===== config.mk =====
export PLATFORM = sky130hd
export DESIGN_NAME = morton_grid_index_translator
export DESIGN_NICKNAME = d
export VERILOG_FILES = /design/src/mgit_pkg.sv /design/src/mgit_div_cell.sv /design/src/mgit_finish.sv /design/src/morton_grid_index_translator.sv
export SDC_FILE = /design/constraint.sdc
export NUM_CORES = 2
export LEC_CHECK = 0
export BUFFER_PORTS_ARGS = -buffer_cell sky130_fd_sc_hd__buf_2
export CORE_UTILIZATION = 30
export CTS_BUF_LIST = sky130_fd_sc_hd__clkbuf_16
export CTS_CLUSTER_SIZE = 28
export DETAILED_ROUTE_END_ITERATION = 12
export PLACE_DENSITY = 0.44
export SLEW_MARGIN = 20
export SYNTH_ARGS = -nofsm -noshare
export SYNTH_HDL_FRONTEND = slang
export SYNTH_SLANG_ARGS = --single-unit

===== constraint.sdc =====
create_clock -name i_clk -period 8.3 [get_ports i_clk]
set_input_delay 2.075 -clock i_clk [delete_from_list [all_inputs] [get_ports i_clk]]
set_output_delay 2.075 -clock i_clk [all_outputs]
set_load 0.03 [all_outputs]

===== src/mgit_pkg.sv =====
package mgit_pkg;

    // Fixed field widths
    localparam int unsigned OPND_W    = 31;
    localparam int unsigned LVL_W     = 4;
    localparam int unsigned COORD_W   = 16;
    localparam int unsigned WORD_W    = 32;
    localparam int unsigned CFG_IDX_W = 1;

    // Default for the largest supported subdivision level
    localparam int unsigned MAX_LEVEL_DEF = 15;

    // Configuration register indexes
    localparam logic [CFG_IDX_W-1:0] CFG_GRID_LEVEL = 1'b0;
    localparam logic [CFG_IDX_W-1:0] CFG_BOX_LEVEL  = 1'b1;

    // Control that travels alongside each transaction
    typedef struct packed {
        logic valid;
        logic func;
    } t_ctrl;

    // Function codes
    localparam logic FUNC_MORTON = 1'b0;
    localparam logic FUNC_ROW    = 1'b1;

    // First node index of box-tree level b: (4^(b-1)-1)/3, which is the
    // pattern 0101.. with b-1 set bits; zero for b of zero or one
    function automatic logic [WORD_W-1:0] node_base(input logic [LVL_W-1:0] b);
        logic [WORD_W-1:0] r;
        r = '0;
        for (int j = 0; j < WORD_W / 2; j++) begin
            r[2*j] = ((j + 1) < int'(b));
        end
        return r;
    endfunction

endpackage


===== src/mgit_div_cell.sv =====
// One restoring division step: shift one dividend bit into the remainder,
// subtract the divisor when it fits and shift the quotient bit in.
module mgit_div_cell #(
    parameter int unsigned REM_W = mgit_pkg::MAX_LEVEL_DEF + 2
) (
    input  logic                           i_clk,
    input  logic                           i_rst_n,
    input  mgit_pkg::t_ctrl                i_ctrl,
    input  logic [mgit_pkg::OPND_W-1:0]    i_orig,
    input  logic [REM_W-1:0]               i_rem,
    input  logic [mgit_pkg::OPND_W-1:0]    i_work,
    input  logic [REM_W-1:0]               i_divisor,
    output mgit_pkg::t_ctrl                o_ctrl,
    output logic [mgit_pkg::OPND_W-1:0]    o_orig,
    output logic [REM_W-1:0]               o_rem,
    output logic [mgit_pkg::OPND_W-1:0]    o_work
);

    mgit_pkg::t_ctrl                r_ctrl;
    logic [mgit_pkg::OPND_W-1:0]    r_orig;
    logic [REM_W-1:0]               r_rem;
    logic [mgit_pkg::OPND_W-1:0]    r_work;

    logic [REM_W-1:0]               n_rem;
    logic [mgit_pkg::OPND_W-1:0]    n_work;
    logic [REM_W-1:0]               shifted;
    logic                           fits;

    // Remainder stays below the divisor, so its top bit is always clear
    always_comb begin
        shifted = {i_rem[REM_W-2:0], i_work[mgit_pkg::OPND_W-1]};
        fits    = (shifted >= i_divisor);
        n_rem   = fits ? (shifted - i_divisor) : shifted;
        n_work  = {i_work[mgit_pkg::OPND_W-2:0], fits};
    end

    // Control register
    always_ff @(posedge i_clk) begin
        if (!i_rst_n) begin
            r_ctrl <= '0;
        end else begin
            r_ctrl <= i_ctrl;
        end
    end

    // Payload registers
    always_ff @(posedge i_clk) begin
        r_orig <= i_orig;
        r_rem  <= n_rem;
        r_work <= n_work;
    end

    assign o_ctrl = r_ctrl;
    assign o_orig = r_orig;
    assign o_rem  = r_rem;
    assign o_work = r_work;

endmodule


===== src/mgit_finish.sv =====
// Two stages after the divider chain: coordinates, Morton code and vertex
// id first, then corner ids and box-tree placement.
module mgit_finish #(
    parameter int unsigned REM_W = mgit_pkg::MAX_LEVEL_DEF + 2
) (
    input  logic                            i_clk,
    input  logic                            i_rst_n,
    input  mgit_pkg::t_ctrl                 i_ctrl,
    input  logic [mgit_pkg::OPND_W-1:0]     i_orig,
    input  logic [REM_W-1:0]                i_rem,
    input  logic [mgit_pkg::OPND_W-1:0]     i_quot,
    input  logic [mgit_pkg::LVL_W-1:0]      i_grid_lvl,
    input  logic [mgit_pkg::LVL_W-1:0]      i_box_lvl,
    output logic                            o_valid,
    output logic [mgit_pkg::COORD_W-1:0]    o_grid_x,
    output logic [mgit_pkg::COORD_W-1:0]    o_grid_y,
    output logic [mgit_pkg::WORD_W-1:0]     o_morton_index,
    output logic [mgit_pkg::WORD_W-1:0]     o_vertex_index,
    output logic [mgit_pkg::WORD_W-1:0]     o_vertex_right,
    output logic [mgit_pkg::WORD_W-1:0]     o_vertex_down,
    output logic [mgit_pkg::WORD_W-1:0]     o_vertex_down_right,
    output logic [mgit_pkg::WORD_W-1:0]     o_subpatch_index,
    output logic [mgit_pkg::WORD_W-1:0]     o_tree_node,
    output logic [1:0]                      o_box_slot,
    output logic                            o_box_is_root
);

    localparam int unsigned CW = mgit_pkg::COORD_W;
    localparam int unsigned WW = mgit_pkg::WORD_W;

    // Pick the even bits of a word
    function automatic logic [CW-1:0] compact_even(input logic [WW-1:0] v);
        logic [CW-1:0] r;
        for (int i = 0; i < CW; i++) begin
            r[i] = v[2*i];
        end
        return r;
    endfunction

    // x on even bits, y on odd bits
    function automatic logic [WW-1:0] interleave(input logic [CW-1:0] x,
                                                 input logic [CW-1:0] y);
        logic [WW-1:0] r;
        for (int i = 0; i < CW; i++) begin
            r[2*i]   = x[i];
            r[2*i+1] = y[i];
        end
        return r;
    endfunction

    // Stage one
    logic            r_s1_valid;
    logic [CW-1:0]   r_s1_x;
    logic [CW-1:0]   r_s1_y;
    logic [WW-1:0]   r_s1_mort;
    logic [WW-1:0]   r_s1_vtx;

    logic [WW-1:0]   orig32;
    logic [WW-1:0]   x32;
    logic [WW-1:0]   y32;
    logic [WW-1:0]   n_s1_mort;
    logic [WW-1:0]   n_s1_vtx;

    always_comb begin
        orig32 = {1'b0, i_orig};
        unique case (i_ctrl.func)
            mgit_pkg::FUNC_MORTON: begin
                x32       = {{(WW-CW){1'b0}}, compact_even(orig32)};
                y32       = {{(WW-CW){1'b0}}, compact_even(orig32 >> 1)};
                n_s1_mort = orig32;
            end
            mgit_pkg::FUNC_ROW: begin
                x32       = WW'(i_rem);
                y32       = {1'b0, i_quot};
                n_s1_mort = interleave(x32[CW-1:0], y32[CW-1:0]);
            end
            default: begin
                x32       = '0;
                y32       = '0;
                n_s1_mort = '0;
            end
        endcase
        // y * (2^L + 1) + x, the product as a shift and add
        n_s1_vtx = (y32 << i_grid_lvl) + y32 + x32;
    end

    always_ff @(posedge i_clk) begin
        if (!i_rst_n) begin
            r_s1_valid <= 1'b0;
        end else begin
            r_s1_valid <= i_ctrl.valid;
        end
    end

    always_ff @(posedge i_clk) begin
        r_s1_x    <= x32[CW-1:0];
        r_s1_y    <= y32[CW-1:0];
        r_s1_mort <= n_s1_mort;
        r_s1_vtx  <= n_s1_vtx;
    end

    // Stage two: corners and box-tree placement
    logic            r_valid;
    logic [CW-1:0]   r_grid_x;
    logic [CW-1:0]   r_grid_y;
    logic [WW-1:0]   r_morton;
    logic [WW-1:0]   r_vtx;
    logic [WW-1:0]   r_vtx_right;
    logic [WW-1:0]   r_vtx_down;
    logic [WW-1:0]   r_vtx_down_right;
    logic [WW-1:0]   r_sub;
    logic [WW-1:0]   r_node;
    logic [1:0]      r_slot;
    logic            r_root;

    logic [WW-1:0]   side;
    logic [4:0]      box_shift;
    logic [WW-1:0]   local_idx;
    logic [WW-1:0]   n_node;
    logic [1:0]      n_slot;
    logic            n_root;

    always_comb begin
        side      = (WW'(1) << i_grid_lvl) + WW'(1);
        box_shift = {i_box_lvl, 1'b0};
        local_idx = r_s1_mort & ~({WW{1'b1}} << box_shift);
        n_root    = (i_box_lvl == '0);
        n_node    = n_root ? '0 : ((local_idx >> 2) + mgit_pkg::node_base(i_box_lvl));
        n_slot    = n_root ? 2'd0 : local_idx[1:0];
    end

    always_ff @(posedge i_clk) begin
        if (!i_rst_n) begin
            r_valid <= 1'b0;
        end else begin
            r_valid <= r_s1_valid;
        end
    end

    always_ff @(posedge i_clk) begin
        r_grid_x         <= r_s1_x;
        r_grid_y         <= r_s1_y;
        r_morton         <= r_s1_mort;
        r_vtx            <= r_s1_vtx;
        r_vtx_right      <= r_s1_vtx + WW'(1);
        r_vtx_down       <= r_s1_vtx + side;
        r_vtx_down_right <= r_s1_vtx + side + WW'(1);
        r_sub            <= r_s1_mort >> box_shift;
        r_node           <= n_node;
        r_slot           <= n_slot;
        r_root           <= n_root;
    end

    assign o_valid             = r_valid;
    assign o_grid_x            = r_grid_x;
    assign o_grid_y            = r_grid_y;
    assign o_morton_index      = r_morton;
    assign o_vertex_index      = r_vtx;
    assign o_vertex_right      = r_vtx_right;
    assign o_vertex_down       = r_vtx_down;
    assign o_vertex_down_right = r_vtx_down_right;
    assign o_subpatch_index    = r_sub;
    assign o_tree_node         = r_node;
    assign o_box_slot          = r_slot;
    assign o_box_is_root       = r_root;

endmodule


===== src/morton_grid_index_translator.sv =====
// Channel   Direction  Transfer condition           Payload
// command   in         i_start & !o_busy            i_func, i_operand
// result    out        o_valid (one cycle strobe)   o_grid_x .. o_box_is_root
// config    in         i_cfg_valid & o_cfg_ready    i_cfg_index, i_cfg_data
//
// One command is taken every cycle; o_busy stays low. Each result passes
// through the 31 cells of the restoring divider by 2^L+1, then two
// finishing stages. Results follow command order. Synchronous active-low
// reset clears the valid bits and both levels. The result strobe cannot
// be stalled; config is always ready.
module morton_grid_index_translator #(
    parameter int unsigned MAX_LEVEL = mgit_pkg::MAX_LEVEL_DEF
) (
    input  logic                                i_clk,
    input  logic                                i_rst_n,
    input  logic                                i_start,
    output logic                                o_busy,
    input  logic                                i_func,
    input  logic [mgit_pkg::OPND_W-1:0]         i_operand,
    input  logic                                i_cfg_valid,
    output logic                                o_cfg_ready,
    input  logic [mgit_pkg::CFG_IDX_W-1:0]      i_cfg_index,
    input  logic [mgit_pkg::LVL_W-1:0]          i_cfg_data,
    output logic                                o_valid,
    output logic [mgit_pkg::COORD_W-1:0]        o_grid_x,
    output logic [mgit_pkg::COORD_W-1:0]        o_grid_y,
    output logic [mgit_pkg::WORD_W-1:0]         o_morton_index,
    output logic [mgit_pkg::WORD_W-1:0]         o_vertex_index,
    output logic [mgit_pkg::WORD_W-1:0]         o_vertex_right,
    output logic [mgit_pkg::WORD_W-1:0]         o_vertex_down,
    output logic [mgit_pkg::WORD_W-1:0]         o_vertex_down_right,
    output logic [mgit_pkg::WORD_W-1:0]         o_subpatch_index,
    output logic [mgit_pkg::WORD_W-1:0]         o_tree_node,
    output logic [1:0]                          o_box_slot,
    output logic                                o_box_is_root
);

    localparam int unsigned REM_W     = MAX_LEVEL + 2;
    localparam int unsigned STEPS     = mgit_pkg::OPND_W;
    localparam int unsigned LW        = mgit_pkg::LVL_W;

    // Configuration registers
    logic [LW-1:0] r_grid_level;
    logic [LW-1:0] r_box_level;

    always_ff @(posedge i_clk) begin
        if (!i_rst_n) begin
            r_grid_level <= '0;
            r_box_level  <= '0;
        end else if (i_cfg_valid && o_cfg_ready) begin
            unique case (i_cfg_index)
                mgit_pkg::CFG_GRID_LEVEL: r_grid_level <= i_cfg_data;
                mgit_pkg::CFG_BOX_LEVEL:  r_box_level  <= i_cfg_data;
                default: ;
            endcase
        end
    end

    assign o_cfg_ready = 1'b1;
    assign o_busy      = 1'b0;

    // Saturated levels and divisor 2^L + 1
    logic [LW-1:0]    grid_lvl;
    logic [LW-1:0]    box_lvl;
    logic [REM_W-1:0] divisor;

    always_comb begin
        grid_lvl = (r_grid_level > LW'(MAX_LEVEL)) ? LW'(MAX_LEVEL) : r_grid_level;
        box_lvl  = (r_box_level  > LW'(MAX_LEVEL)) ? LW'(MAX_LEVEL) : r_box_level;
        divisor  = (REM_W'(1) << grid_lvl) + REM_W'(1);
    end

    // Divider chain
    mgit_pkg::t_ctrl                ctrl_c [0:STEPS];
    logic [mgit_pkg::OPND_W-1:0]    orig_c [0:STEPS];
    logic [REM_W-1:0]               rem_c  [0:STEPS];
    logic [mgit_pkg::OPND_W-1:0]    work_c [0:STEPS];

    assign ctrl_c[0] = '{valid: i_start & ~o_busy, func: i_func};
    assign orig_c[0] = i_operand;
    assign rem_c[0]  = '0;
    assign work_c[0] = i_operand;

    for (genvar g = 0; g < STEPS; g++) begin : g_cell
        mgit_div_cell #(
            .REM_W     (REM_W)
        ) u_cell (
            .i_clk     (i_clk),
            .i_rst_n   (i_rst_n),
            .i_ctrl    (ctrl_c[g]),
            .i_orig    (orig_c[g]),
            .i_rem     (rem_c[g]),
            .i_work    (work_c[g]),
            .i_divisor (divisor),
            .o_ctrl    (ctrl_c[g+1]),
            .o_orig    (orig_c[g+1]),
            .o_rem     (rem_c[g+1]),
            .o_work    (work_c[g+1])
        );
    end

    // Finishing stages
    mgit_finish #(
        .REM_W               (REM_W)
    ) u_finish (
        .i_clk               (i_clk),
        .i_rst_n             (i_rst_n),
        .i_ctrl              (ctrl_c[STEPS]),
        .i_orig              (orig_c[STEPS]),
        .i_rem               (rem_c[STEPS]),
        .i_quot              (work_c[STEPS]),
        .i_grid_lvl          (grid_lvl),
        .i_box_lvl           (box_lvl),
        .o_valid             (o_valid),
        .o_grid_x            (o_grid_x),
        .o_grid_y            (o_grid_y),
        .o_morton_index      (o_morton_index),
        .o_vertex_index      (o_vertex_index),
        .o_vertex_right      (o_vertex_right),
        .o_vertex_down       (o_vertex_down),
        .o_vertex_down_right (o_vertex_down_right),
        .o_subpatch_index    (o_subpatch_index),
        .o_tree_node         (o_tree_node),
        .o_box_slot          (o_box_slot),
        .o_box_is_root       (o_box_is_root)
    );

endmodule


==> metrics <==
unrepaired setup endpoints after global routing=no; Pwr Density=440 nW/um2; Crit. End Element=flip-flop; filler-free cell count of the finished design=11500; Net Sw Frac=34.4%; root buffer cell=clkbuf_16; Setup WS pre-CTS=1.86 ns; FF-to-FF path depth=16; internal reg-to-reg setup slack=2.10 ns; Net Switching=0.0146 W; Hold Path Cell Cnt=0; H-tree levels=5; mean post-synth cell area=11.3 um2; Int Power=0.0279 W; die height=526 um; IO Pins=303; Clock Power Share=26.3%; Hold Path End=g_cell[28].u_cell.o_orig[0]; CP Launch Type=flip-flop; Placed Area=88100 um2; DRC Markers=0; number of hold buffers added after CTS=0; Seq pwr share=37.5%; CP arrival=6.93 ns; Final Worst Setup Slack=2.10 ns; Comb power frac=36.1%; Core Region=272000 um2; Routed WL per cell=17.8 um; status=completed; Worst Setup SP=r_grid_level[1]; worst skew pair latency=0.87 ns; register area share after synthesis=56.3%; crit path time final=6.20 ns; Detail Placement HPWL=144000 um; maximum vdd drop=0.000167 V; CTS Buffer Depth=4; total track usage=14.6%; ratio of cells with drive above 1 in the final layout=14.4%; Fin Clk Skew=0.0495 ns; vias=52000; nets@finish=8455; fin crit share=74.6%; Final Wtd Congestion=0.839; Hold Crit Start=g_cell[27].u_cell.o_orig[0]; Ys Warns=0; largest net degree at the start of global routing=73; Leak=41.3 nW; Distinct cells, synth=96; Crit Path Max Fanout=36; Num CTS Buffers=263; synthesized instance count=7312; Final Hold Fails=0; total negative slack=0 ns; Slew Limit Fails=0; CTS tree=done; WS Path Type=reg2reg; 1st-pass router iterations=6; die area=277000 um2; worst-margin pin slew=1.08 ns; mapped cell area=82300 um2; grt ovf=0; Max-Cap Viols=0; FF-to-FF End=g_cell[6].u_cell.o_rem[9]; Worst-path clk slew=0.06 ns; Critical Path RT=9.04 ns; final instance area=96600 um2; initial DRC count=2944; starting density of the core=30.3%; Die X=526 um; final antenna-violating net count=0; total wire length=206000 um; via/cell ratio=4.51; number of synthesized flops with an enable pin=0; Port Buf Inserts=297; flops & latches, synth=2316; Synth-to-Final Area Change=17.3%; fmax=161 MHz; Setup Fix Bufs, Post-CTS=0; post-CTS resize count=0; initial antenna violation count=10; FFs w/ async S/R, synth=0%; Reg-to-Reg Start=r_grid_level[1]; Most used DFF post-synth=dfxtp_1; Final Setup Violations=0; Sink Count=2316; vias in the first global route=52000; max_slew headroom=27.7%; Worst Hold Class=reg2reg; Rows=191; Placed Cells=11100; global-route wire length before repair=313000 um
-- worst max-delay path, cell delays in order (launching register included) --
cell,delay [ns]
dfxtp_1,0.31
buf_4,0.35
inv_2,0.35
and3_1,0.37
ha_2,0.82
inv_2,0.44
buf_4,0.31
ha_1,0.31
nor2b_1,0.14
o21ai_0,0.20
a21oi_1,0.12
o21ai_0,0.31
a211oi_1,0.17
o32ai_1,0.47
o21ai_0,0.27
a31oi_4,0.69
mux2_2,0.42
-- layer usage --
layer | vias to the layer above | share of wire, % | GRT usage, %
li1 | 26400 | - | -
met3 | 386 | 3.9 | 2.02
met2 | 1028 | 46 | 24.3
met1 | 24200 | 46 | 18.9
met4 | 0 | 3.7 | 5.88
met5 | - | 0 | 0
-- layout by cell type (no fill, tap or decap), types with 32 or more instances in the layout --
cell type	synthesis	layout
nor2b_1	112	112
xor2_1	155	155
nand2b_1	69	69
and2_1	109	109
a21o_1	137	137
xnor2_1	327	326
a211oi_1	50	50
buf_4	37	53
ha_1	585	584
nor3_1	127	127
conb_1	2	35
nor4_1	37	37
mux2_2	307	307
buf_2	6	297
a21boi_0	45	45
clkinv_1	2	47
o21a_1	54	54
nor2_1	375	375
o21ai_0	305	305
or2_2	43	43
o21bai_1	44	44
mux2i_1	133	133
fa_1	49	49
dfxtp_1	2316	2312
clkbuf_16	0	267
clkinv_2	0	32
nand4_1	100	100
o31ai_1	36	36
nand3_1	120	114
and3_1	47	47
nand2_1	437	436
a21oi_1	407	406
inv_1	268	321
-- layout make-up --
class / instances / area (um2)
flip-flops and latches: 2316 / 46400
multi-input cells: 4574 / 34400
inverters: 274 / 1030
clock inverters: 196 / 1760
well taps: 3570 / 4470
clock buffers: 267 / 6680
diodes: 1 / 2.50
repair buffers: 351 / 1900
fillers: 26900 / 175000
-- cell usage after synthesis (all sizes together) (11+ instances only) --
| master | n | area share [%] |
|---|---|---|
| nand4 | 100 | 0.76 |
| a21o | 137 | 1.2 |
| o22ai | 17 | 0.14 |
| mux2i | 133 | 1.6 |
| or2 | 43 | 0.33 |
| fa | 49 | 1.2 |
| ha | 585 | 8.9 |
| a211oi | 51 | 0.47 |
| a21boi | 45 | 0.41 |
| a21oi | 408 | 2.5 |
| mux4 | 14 | 0.38 |
| nand3 | 121 | 0.74 |
| o211ai | 17 | 0.15 |
| xor2 | 156 | 1.7 |
| o21a | 54 | 0.49 |
| o32ai | 12 | 0.16 |
| nand2b | 69 | 0.52 |
| xnor2 | 328 | 3.5 |
| and3 | 47 | 0.36 |
| a22oi | 11 | 0.10 |
| a31oi | 39 | 0.30 |
| o21bai | 44 | 0.40 |
| nor3 | 128 | 0.78 |
| and2 | 110 | 0.84 |
| clkbuf | 110 | 0.50 |
| buf | 71 | 0.51 |
| a41oi | 22 | 0.23 |
| a41o | 12 | 0.15 |
| o311ai | 15 | 0.16 |
| o31a | 14 | 0.15 |
| nand2 | 438 | 2.0 |
| a31o | 19 | 0.20 |
| o31ai | 37 | 0.34 |
| dfxtp | 2316 | 56 |
| mux2 | 310 | 4.2 |
| inv | 272 | 1.2 |
| o21ai | 310 | 1.9 |
| nor4 | 38 | 0.30 |
| nor2 | 375 | 1.7 |
| nor2b | 112 | 0.85 |
| or3 | 29 | 0.23 |
-- flip-flops by register name (all words and copies together) (netlist names) --
name                          flops
g_cell.u_cell.o_orig            961
g_cell.u_cell.o_rem             497
g_cell.u_cell.o_work            496
g_cell.u_cell.o_ctrl             62
u_finish.o_subpatch_index        32
u_finish.o_vertex_down           32
u_finish.o_vertex_down_right     32
u_finish.o_vertex_index          32
u_finish.o_vertex_right          32
u_finish.r_s1_vtx                32
u_finish.o_tree_node             29
u_finish.o_grid_y                16
u_finish.r_s1_x                  16
u_finish.r_s1_y                  16
u_finish.o_grid_x                15
r_box_level                       4
r_grid_level                      4
u_finish.o_box_slot               2
u_finish.o_morton_index           2
u_finish.o_box_is_root            1
u_finish.o_valid                  1
u_finish.r_s1_mort                1
u_finish.r_s1_valid               1
-- logic make-up (layout without fill, tap and decap cells) --
| family | count (synthesis) | in the layout | share of synthesized area (%) |
|---|---|---|---|
| AOI/OAI and AO/OA | 1329 | 1329 | 10.2 |
| xor gates and xnor gates | 484 | 484 | 5.17 |
| adders and majority gates | 635 | 635 | 10.1 |
| buffers and inverters | 455 | 1088 | 2.26 |
| DFF | 2316 | 2316 | 56.3 |
| muxes | 457 | 457 | 6.24 |
| other | 2 | 36 | 0.00912 |
| and+or+nand+nor | 1634 | 1634 | 9.69 |
-- power groups by stage --
stage	sequential [W]	clock, W	combinational, W
after detailed placement	0.0162	0	0.0153
after global placement	0.0163	0	0.0151
after floorplan	0.0157	0	0.0118
after global routing	0.0162	0.0121	0.0172
final	0.0159	0.0112	0.0154
after CTS	0.0160	0.0116	0.0154
-- worst max-delay path by stage --
stage	cells past startpoint	slack [ns]	endpoint
6_report	16	2.10	g_cell[6].u_cell.o_rem[9]
4_1_cts	16	1.85	g_cell[10].u_cell.o_rem[13]
3_5_place_dp	16	1.86	g_cell[10].u_cell.o_rem[13]
5_1_grt	16	1.62	g_cell[6].u_cell.o_rem[9]
3_3_place_gp	16	1.71	g_cell[6].u_cell.o_rem[9]
2_1_floorplan	21	0.63	g_cell[1].u_cell.o_rem[12]
-- per-stage QoR --
step | hold slack [ns] | power (W) | utilization (%)
after CTS | 0.297 | 0.0431 | 35.5
after detailed placement | 0.312 | 0.0315 | 32.4
after global placement | 0.310 | 0.0314 | 32.4
final | 0.296 | 0.0425 | 35.5
after global routing | 0.312 | 0.0456 | 35.5
after floorplan | 0.310 | 0.0276 | -
No activity file was read; power rests on OpenSTA's default activity.
